### src/sv/cce_pkg.sv
// Shared types and constants for the control character escaper.
// Used by the front, queue, back and top level modules; no dependencies.
package cce_pkg;

  localparam int MAX_BUFFER = 4096;
  localparam int CNT_W      = $clog2(MAX_BUFFER);
  localparam int BSIZE_W    = 13;
  localparam int QDEPTH     = 4;
  localparam int QPTR_W     = $clog2(QDEPTH);
  localparam int QCNT_W     = $clog2(QDEPTH + 1);

  localparam logic [BSIZE_W-1:0] BSIZE_RESET = BSIZE_W'(512);

  localparam logic [7:0] CH_NUL   = 8'h00;
  localparam logic [7:0] CH_SPACE = 8'h20;
  localparam logic [7:0] CH_TILDE = 8'h7e;
  localparam logic [7:0] CH_CARET = 8'h5e;
  localparam logic [7:0] CH_BSL   = 8'h5c;
  localparam logic [7:0] CH_ZERO  = 8'h30;
  localparam logic [7:0] CTRL_OFS = 8'h40;
  localparam int         ESC_LEN  = 4;

  typedef struct packed {
    logic [3:0][7:0] chars;
    logic [1:0]      last_idx;
    logic            eos;
  } job_t;

  function automatic logic [3:0][7:0] dec_digits(input logic [7:0] b);
    logic [1:0]  h;
    logic [6:0]  r;
    logic [14:0] prod;
    logic [3:0]  t;
    logic [3:0]  o;
    logic [3:0][7:0] d;
    h    = (b >= 8'd200) ? 2'd2 : ((b >= 8'd100) ? 2'd1 : 2'd0);
    r    = 7'(b - 8'(h) * 8'd100);
    prod = 15'(r) * 15'd205;
    t    = prod[14:11];
    o    = 4'(r - 7'(t) * 7'd10);
    d[0] = CH_BSL;
    d[1] = CH_ZERO + 8'(h);
    d[2] = CH_ZERO + 8'(t);
    d[3] = CH_ZERO + 8'(o);
    return d;
  endfunction

endpackage

### src/sv/cce_front.sv
// Front end: capacity register, written count and byte classification.
// Depends on cce_pkg; emits one job per accepted byte that gives output.
module cce_front (
  input  logic                        clk,
  input  logic                        rst,
  input  logic                        cfg_valid,
  input  logic [cce_pkg::BSIZE_W-1:0] cfg_data,
  input  logic                        accept,
  input  logic [7:0]                  src_byte,
  output logic                        job_valid,
  output cce_pkg::job_t               job
);
  import cce_pkg::*;

  logic [BSIZE_W-1:0] bsize;
  logic [CNT_W-1:0]   written_count;
  logic [CNT_W-1:0]   written_count_next;
  logic [CNT_W-1:0]   cap;
  logic               emit;

  always_comb begin
    if (bsize == '0) begin
      cap = '0;
    end else if (bsize > BSIZE_W'(MAX_BUFFER)) begin
      cap = CNT_W'(MAX_BUFFER - 1);
    end else begin
      cap = CNT_W'(bsize - BSIZE_W'(1));
    end
  end

  always_comb begin
    job                = '0;
    emit               = 1'b0;
    written_count_next = written_count;
    if (src_byte == CH_NUL) begin
      emit               = 1'b1;
      job.eos            = 1'b1;
      job.chars[0]       = CH_NUL;
      written_count_next = '0;
    end else if (written_count >= cap) begin
      emit = 1'b0;
    end else if (src_byte < CH_SPACE) begin
      emit         = 1'b1;
      job.chars[0] = CH_CARET;
      job.chars[1] = src_byte + CTRL_OFS;
      if ({1'b0, written_count} + (CNT_W+1)'(1) < {1'b0, cap}) begin
        job.last_idx       = 2'd1;
        written_count_next = written_count + CNT_W'(2);
      end else begin
        written_count_next = written_count + CNT_W'(1);
      end
    end else if (src_byte > CH_TILDE) begin
      if ({1'b0, written_count} + (CNT_W+1)'(ESC_LEN) < {1'b0, cap}) begin
        emit               = 1'b1;
        job.chars          = dec_digits(src_byte);
        job.last_idx       = 2'(ESC_LEN - 1);
        written_count_next = written_count + CNT_W'(ESC_LEN);
      end
    end else begin
      emit               = 1'b1;
      job.chars[0]       = src_byte;
      written_count_next = written_count + CNT_W'(1);
    end
  end

  assign job_valid = accept && emit;

  always_ff @(posedge clk) begin
    if (rst) begin
      bsize         <= BSIZE_RESET;
      written_count <= '0;
    end else begin
      if (cfg_valid) begin
        bsize <= cfg_data;
      end
      if (accept) begin
        written_count <= written_count_next;
      end
    end
  end

  a_nul_clears: assert property (@(posedge clk) disable iff (rst)
    accept && src_byte == CH_NUL |=> written_count == '0)
    else $error("written count not cleared by terminator");

endmodule

### src/sv/cce_queue.sv
// Short job queue between the front and back ends.
// Depends on cce_pkg for the job type and depth.
module cce_queue (
  input  logic          clk,
  input  logic          rst,
  input  logic          wr,
  input  cce_pkg::job_t wr_job,
  output logic          full,
  input  logic          rd,
  output cce_pkg::job_t rd_job,
  output logic          empty
);
  import cce_pkg::*;

  job_t              mem [QDEPTH];
  logic [QPTR_W-1:0] wp;
  logic [QPTR_W-1:0] rp;
  logic [QCNT_W-1:0] count;
  logic              do_wr;
  logic              do_rd;

  assign full   = count == QCNT_W'(QDEPTH);
  assign empty  = count == '0;
  assign do_wr  = wr && !full;
  assign do_rd  = rd && !empty;
  assign rd_job = mem[rp];

  always_ff @(posedge clk) begin
    if (do_wr) begin
      mem[wp] <= wr_job;
    end
  end

  always_ff @(posedge clk) begin
    if (rst) begin
      wp    <= '0;
      rp    <= '0;
      count <= '0;
    end else begin
      if (do_wr) begin
        wp <= wp + QPTR_W'(1);
      end
      if (do_rd) begin
        rp <= rp + QPTR_W'(1);
      end
      if (do_wr && !do_rd) begin
        count <= count + QCNT_W'(1);
      end else if (do_rd && !do_wr) begin
        count <= count - QCNT_W'(1);
      end
    end
  end

  a_count_range: assert property (@(posedge clk) disable iff (rst)
    count <= QCNT_W'(QDEPTH))
    else $error("queue count out of range");

  a_ptr_gap: assert property (@(posedge clk) disable iff (rst)
    !full && !empty |-> wp != rp)
    else $error("queue pointers disagree with count");

endmodule

### src/sv/cce_back.sv
// Back end: walks each queued job one character per cycle into an output register
// while the output is free or popped; depends on cce_pkg for the job type.
module cce_back (
  input  logic          clk,
  input  logic          rst,
  input  logic          q_empty,
  input  cce_pkg::job_t q_job,
  output logic          q_rd,
  input  logic          pop,
  output logic          empty,
  output logic [7:0]    out_char,
  output logic          end_of_string,
  output logic          last_of_run
);
  import cce_pkg::*;

  logic       out_valid;
  logic [1:0] pos;
  logic       take;
  logic       at_last;

  assign empty   = !out_valid;
  assign take    = !q_empty && (!out_valid || pop);
  assign at_last = pos == q_job.last_idx;
  assign q_rd    = take && at_last;

  always_ff @(posedge clk) begin
    if (take) begin
      out_char      <= q_job.chars[pos];
      end_of_string <= q_job.eos;
      last_of_run   <= at_last;
    end
  end

  always_ff @(posedge clk) begin
    if (rst) begin
      out_valid <= 1'b0;
      pos       <= '0;
    end else begin
      if (take) begin
        out_valid <= 1'b1;
        pos       <= at_last ? 2'd0 : pos + 2'd1;
      end else if (pop) begin
        out_valid <= 1'b0;
      end
    end
  end

  a_eos_alone: assert property (@(posedge clk) disable iff (rst)
    out_valid && end_of_string |-> last_of_run && out_char == CH_NUL)
    else $error("terminator not marked as a lone result");

endmodule

### src/sv/control_char_escaper.sv
// An accepted byte's job is written into the job queue, then into the output register.
// Throughput: one output character per cycle while the output is free or popped; a byte
// expands to up to four characters on the back end (four for a decimal escape).
// Input stalls only when the four-entry job queue fills.
// Reset (rst, synchronous): queue and output empty, count zero, buffer_size 512.
module control_char_escaper (
  input  logic                        clk,
  input  logic                        rst,
  input  logic                        push,
  output logic                        full,
  input  logic [7:0]                  src_byte,
  input  logic                        pop,
  output logic                        empty,
  output logic [7:0]                  out_char,
  output logic                        end_of_string,
  output logic                        last_of_run,
  input  logic                        cfg_valid,
  output logic                        cfg_ready,
  input  logic [cce_pkg::BSIZE_W-1:0] buffer_size
);
  import cce_pkg::*;

  logic q_full;
  logic q_empty;
  logic q_rd;
  logic job_valid;
  job_t job;
  job_t q_job;

  assign full      = q_full;
  assign cfg_ready = 1'b1;

  cce_front u_front (
    .clk       (clk),
    .rst       (rst),
    .cfg_valid (cfg_valid),
    .cfg_data  (buffer_size),
    .accept    (push && !q_full),
    .src_byte  (src_byte),
    .job_valid (job_valid),
    .job       (job)
  );

  cce_queue u_queue (
    .clk    (clk),
    .rst    (rst),
    .wr     (job_valid),
    .wr_job (job),
    .full   (q_full),
    .rd     (q_rd),
    .rd_job (q_job),
    .empty  (q_empty)
  );

  cce_back u_back (
    .clk           (clk),
    .rst           (rst),
    .q_empty       (q_empty),
    .q_job         (q_job),
    .q_rd          (q_rd),
    .pop           (pop),
    .empty         (empty),
    .out_char      (out_char),
    .end_of_string (end_of_string),
    .last_of_run   (last_of_run)
  );

endmodule
### config.mk
export PLATFORM = sky130hd
export DESIGN_NAME = control_char_escaper
export DESIGN_NICKNAME = d
export VERILOG_FILES = /design/src/sv/cce_pkg.sv /design/src/sv/cce_front.sv /design/src/sv/cce_queue.sv /design/src/sv/cce_back.sv /design/src/sv/control_char_escaper.sv
export SDC_FILE = /design/constraint.sdc
export NUM_CORES = 1
export LEC_CHECK = 0
export ABC_AREA = 1
export BUFFER_PORTS_ARGS = -buffer_cell sky130_fd_sc_hd__buf_4
export CAP_MARGIN = 40
export CORE_MARGIN = 2
export CORE_UTILIZATION = 63
export CTS_BUF_LIST = sky130_fd_sc_hd__clkbuf_8 sky130_fd_sc_hd__clkbuf_16
export DETAILED_ROUTE_END_ITERATION = 10
export GPL_TIMING_DRIVEN = 0
export PLACE_DENSITY = 0.81
export SETUP_SLACK_MARGIN = 0.05
export SKIP_CTS_REPAIR_TIMING = 1
export SLEW_MARGIN = 20
export SYNTH_ARGS = -nofsm -noshare
export SYNTH_HDL_FRONTEND = slang
export SYNTH_SLANG_ARGS = --single-unit
### constraint.sdc
create_clock -name clk -period 8.8 [get_ports clk]
set_input_delay 2.2 -clock clk [delete_from_list [all_inputs] [get_ports clk]]
set_output_delay 2.2 -clock clk [all_outputs]
set_load 0.03 [all_outputs]
* Word level (Yosys, flattened, before mapping)
Memories as Yosys holds them, arrays and structs flattened. A register that Yosys moved wholly into a read port is not among the register bits.
Index checks and enable logic that the tools add are counted.
** Storage, ports and cells
- Register bits :: 45
- Memories kept :: 1
- Input bits :: 26
- Bits in writable memories :: 140
** Memories
- u_queue.mem :: depth 4, bits a word 35, rd ports 1, clocked after Yosys merged registers in 1, write ports 1, RTL line cce_queue.sv:15 : job_t mem [QDEPTH];
** Cells by class
- $mul :: 3
- Magnitude comparators :: 9
- Add/sub/neg operators :: 17
- Equal/unequal tests :: 4
- Multiplexer cells :: 38
- Reductions and logical operators :: 20
** Operator list (number)
- 12-bit 2-to-1 mux :: 8
- 34-bit 2-to-1 mux :: 2
- 24-bit 2-to-1 mux :: 2
- 13-bit by 12-bit < comparator with 1-bit output :: 2
- 8-bit 2-to-1 mux :: 3
- 18-bit 2-to-1 mux :: 1
- 8-bit binary-select mux with 2-bit select :: 1
- 16-bit 2-to-1 mux :: 1
- 7-bit by 8-bit multiplier with 15-bit output (second input constant) :: 1
- 6-bit by 4-bit adder with 7-bit output (first input constant) :: 2
- 12-bit by 1-bit adder with 13-bit output (second input constant) :: 1
- 12-bit by 3-bit adder with 13-bit output (second input constant) :: 1
- 13-bit > comparator (second input constant) :: 1
- 13-bit zero test :: 1
- 12-bit by 1-bit adder with 12-bit output (second input constant) :: 1
- 12-bit by 2-bit adder with 12-bit output (second input constant) :: 1
- 12-bit by 3-bit adder with 12-bit output (second input constant) :: 1
- 12-bit greater-or-equal comparator :: 1
- 1-bit 2-to-1 mux :: 12
- 2-bit 2-to-1 mux :: 6
- 12-bit by 1-bit subtractor with 12-bit output (second input constant) :: 1
- 8-bit by 7-bit adder with 8-bit output (second input constant) :: 1
- 8-bit by 7-bit greater-or-equal comparator with 1-bit output (second input constant) :: 1
- 8-bit greater-or-equal comparator (second input constant) :: 1
- 23 further kinds :: 38

* Logic depth before layout (Yosys ltp)
- Depth after elaboration :: 15
- Depth in mapped cells :: 37
- Depth with buffers taken out :: 37

* By module
A second synthesis with hierarchy kept.
** Unflattened totals
- Cells, all modules :: 1212
- Area, all modules :: 11015.6 um2
** Modules (own cells, without submodules)
- cce_queue :: cells an instance 408, instances 1, area an instance 5666.7 um2, seq. area each 4384.2 um2
- cce_front :: cells an instance 712, instances 1, area an instance 4570.6 um2, seq. area each 500.5 um2
- cce_back :: cells an instance 88, instances 1, area an instance 757.0 um2, seq. area each 360.3 um2
- control_char_escaper :: cells an instance 4, instances 1, area an instance 21.3 um2, seq. area each 0.0 um2

* Least setup slack after synthesis
No wires, ideal clock.
- Kind :: input-to-reg
- Start point :: in src_byte[4]
- End point :: mem u_queue.mem[0][30] (netlist name) (data pin)
- Buffers on the path :: 1
- Required time :: 8.538 ns
- Slack :: 1.081 ns
- Setup time :: 0.262 ns
- Cell stages on the path :: 35
- Data arrival time :: 7.457 ns
- Cell sequence :: buf_6 -> inv_2 -> nand2_2 -> o21ai_0 -> nand2_1 -> nor2_1 -> ha_1 -> inv_1 -> fa_1 -> nor2_1 -> nor2_1 -> nor2_1 -> xor2_1 -> xor2_1 -> ha_1 -> ha_1 -> fa_1 -> inv_1 -> fa_1 -> inv_1 -> ha_1 -> nand2_1 -> inv_1 -> nand2_1 -> nand2_1 -> nand2_1 -> nand3_1 -> nand2_1 -> ha_1 -> inv_1 -> fa_1 -> xnor2_1 -> nand3b_1 -> a21oi_1 -> nor2_1
** RTL lines
- from (decl) :: RTL line control_char_escaper.sv:11 : input logic [7:0] src_byte,
- to (decl) :: RTL line cce_queue.sv:15

==> reports/qor.csv <==
stage,metric,value,unit
synthesis,synth_cell_type_count,49,
sta,finalCritPeriodShare,90.47,%
final_layout,diodes,0,
sta,finalSetupViolCount,0,
clock_tree,path_clk_slew,0.07,ns
placed_design,pre_cts_ws,0.4366,ns
sta,worst_pin_slew,0.8054,ns
synthesis,ys_seq_area_share,44.45,%
floorplanning,dieHeight,127.7,um
sta,setup_ws,0.8385,ns
clock_tree,cts.sinks,155,
hold_path,holdCritStartpoint,u_queue.rp[1],
synthesis,async_flop_share,0,%
placed_design,place_area,0.01027,mm^2
hold_path,hold_end,u_queue.rp[1],
sta,rsz0062_at_grt,false,
detailed_routing,wirelength,23880,um
clock_tree,root_buffer,clkbuf_16,
sta,max_freq,125.6,MHz
power,peakVddDrop,0.1861,mV
worst_setup_path,critPathLaunchType,input port,
sta,hold_viol,0,
worst_setup_path,cp.required,9.03,ns
synthesis,synth_top_area_cell,edfxtp_1,
detailed_routing,vias,8096,
sta,slew_headroom,46.31,%
grt,grt_max_degree,24,
grt,gr-total-overflow,0,
final_layout,stdcell_area,0.01089,mm^2
detailed_routing,first_iter_violations,885,
detailed_routing,wl_per_cell,17.41,um
worst_setup_path,critPathMaxStageDelay,0.51,ns
clock_tree,clk_latency,0.44,ns
grt,grtUsageTotal,29.95,%
clock_tree,cts_tree,done,
worst_setup_path,critPathTopFamily,adder cells,
worst_setup_path,r2r_slack,3.85,ns
clock_tree,cts_buffers,17,
floorplanning,initial_core_util,63.87,%
synthesis,yosysWarnings,0,
final_layout,syn_to_final_growth,13.01,%
grt,use_met3,5.259,%
final_layout,drive_gt1_share,10.90,%
synthesis,synth_cells,1109,
placed_design,hpwl,16920,um
detailed_routing,ant_nets,0,
sta,setup_tns,0,ns
status,status,"complete, no violations",
worst_setup_path,critPathBufInv,7,
grt,antenna_found_initial,0,
sta,period_minus_slack,7.962,ns
worst_setup_path,r2r_start,u_front.bsize[0],
sta,clock-skew-final,0.02119,ns
final_layout,fin_nets,1293,
power,p_per_area,299.7,mW/mm^2
floorplanning,core_area,0.01509,mm^2
worst_setup_path,cp.arrival,8.20,ns
sta,final_max_slew_viol_count,0,
detailed_routing,drt-pass1-iter-count,7,
detailed_routing,vias_per_cell,5.901,
placed_design,place.gp.congestion,0.9669,
final_layout,fillers,1124,
hold_path,whs_path_depth,2,
floorplanning,num_rows,45,
run,maxCapViolCount,0,
grt,grt_pass1_vias,7498,
power,leakagePower,0.004828,uW
grt,busiest_layer,met2,
placed_design,io_buffers,35,
synthesis,ys_ff_latch,155,
grt,grt_pass1_wl,37470,um
synthesis,synth_area_leaders,"edfxtp_1, ha_1, nand2_1",
floorplanning,dieArea,0.01630,mm^2
power,total_power,3264,uW
detailed_routing,drc,0,
worst_setup_path,startpoint,src_byte[7],
synthesis,netlist_area,0.009638,mm^2
worst_setup_path,reg2reg_depth,22,
worst_setup_path,crit_path_top_delay_cell,fa_1,
synthesis,synthFlopType,edfxtp_1,
worst_setup_path,path_class,input port to flip-flop,
worst_setup_path,crit_fanout,5,
grt,met2_usage,48.13,%
synthesis,synth_area_per_cell,8.691,um^2
floorplanning,io_pins,39,
synthesis,synth.top_cell.area_share,36.76,%
floorplanning,die_w,127.7,um
grt,met1_usage,41.03,%
worst_setup_path,r2r-end,u_queue.count[2],
sta,holdWs,0.5206,ns
clock_tree,h-tree-depth,4,
worst_setup_path,crit_path_end_kind,flip-flop,
clock_tree,clockBufferDepth,2,
hold_path,hold_path.class,flip-flop to flip-flop,
synthesis,synth-edff-count,118,
[tightest hold or removal path: cells and delay by family (launching register included)]
family	cells	cell delay (ns)
flops	1	0.32
simple gates	2	0.16
[final cells by class]
cell class / count / area [um^2] / share of cell area (%)
inverter: 136 / 515.5 / 4.733
multi-input combinational: 784 / 4707 / 43.22
clock inverter: 12 / 115.1 / 1.057
clock buffer: 20 / 500.5 / 4.595
timing repair buffer: 40 / 357.8 / 3.285
sequential: 155 / 4284 / 39.33
tap: 188 / 235.2 / 2.160
buffer: 37 / 176.4 / 1.620
[per-layer routing]
metal | share of wire, % | routed length [um]
met1 | 41 | 9899
met2 | 47 | 11230
met3 | 9.6 | 2281
met4 | 2.0 | 473
met5 | 0 | 0
[worst max path at each step]
stage / cells past startpoint / slack [ns] / endpoint
after detailed placement: 35 / 0.44 / u_queue.mem[0][30]
final: 35 / 0.84 / u_queue.mem[0][30]
after global placement: 35 / 0.50 / u_queue.mem[0][30]
after floorplan: 35 / 1.08 / u_queue.mem[0][30]
after global routing: 36 / 0.36 / u_queue.mem[1][30]
after CTS: 35 / 0.86 / u_queue.mem[0][30]
[registers in the layout (all words and copies together) (netlist names), named ones only]
name                   count
u_queue.count              3
u_back.end_of_string       1
u_front.written_count     12
u_back.last_of_run         1
u_back.out_valid           1
u_back.pos                 2
u_queue.mem              108
u_queue.rp                 2
u_front.bsize             13
u_back.out_char            8
u_queue.wp                 2
[cell usage after synthesis, drive strengths merged, types with 2 or more instances]
master,n
clkbuf,22
fa,11
nor4,5
nor3,10
nand3,59
inv,133
nand3b,2
conb,2
o21a,4
edfxtp,118
o22ai,9
ha,85
xor2,25
nand4,12
nand2,212
o211ai,5
a31oi,3
a21oi,42
o21ai,102
nor2,160
clkinv,3
dfxtp,37
buf,15
o221ai,16
xnor2,7
[cell families after synthesis]
| family | after synthesis | synth area share, % |
|---|---|---|
| adder cells (fa/ha/maj) | 96 | 13.32 |
| buffers and inverters | 173 | 7.179 |
| flip-flops | 155 | 44.45 |
| other | 2 | 0.07792 |
| XOR/XNOR | 32 | 2.908 |
| AND/OR/NAND/NOR | 463 | 20.73 |
| AO/OA/AOI/OAI | 188 | 11.33 |
[through the flow]
step | util [%] | instances
after floorplan | - | 1112
after global placement | 67.25 | 1335
after detailed placement | 68.07 | 1339
after CTS | 72.15 | 1371
after global routing | 72.18 | 1372
final | 72.18 | 1372
[placed cells by master (no fill, tap or decap), types with 20 or more instances in the layout]
| cell type | instances |
|---|---|
| edfxtp_1 | 118 |
| clkbuf_16 | 20 |
| o21ai_0 | 98 |
| clkbuf_1 | 22 |
| inv_1 | 126 |
| dfxtp_1 | 37 |
| ha_1 | 85 |
| nand2_1 | 200 |
| xor2_1 | 25 |
| nor2_1 | 151 |
| nand3_1 | 57 |
| buf_4 | 36 |
| a21oi_1 | 33 |
[where the power goes]
group | total (uW) | internal, uW | switching, uW
clock | 751 | 424 | 328
sequential | 1070 | 1000 | 66.6
combinational | 1440 | 486 | 956
total | 3260 | 1910 | 1350
Power figures use the tool's default switching activity.
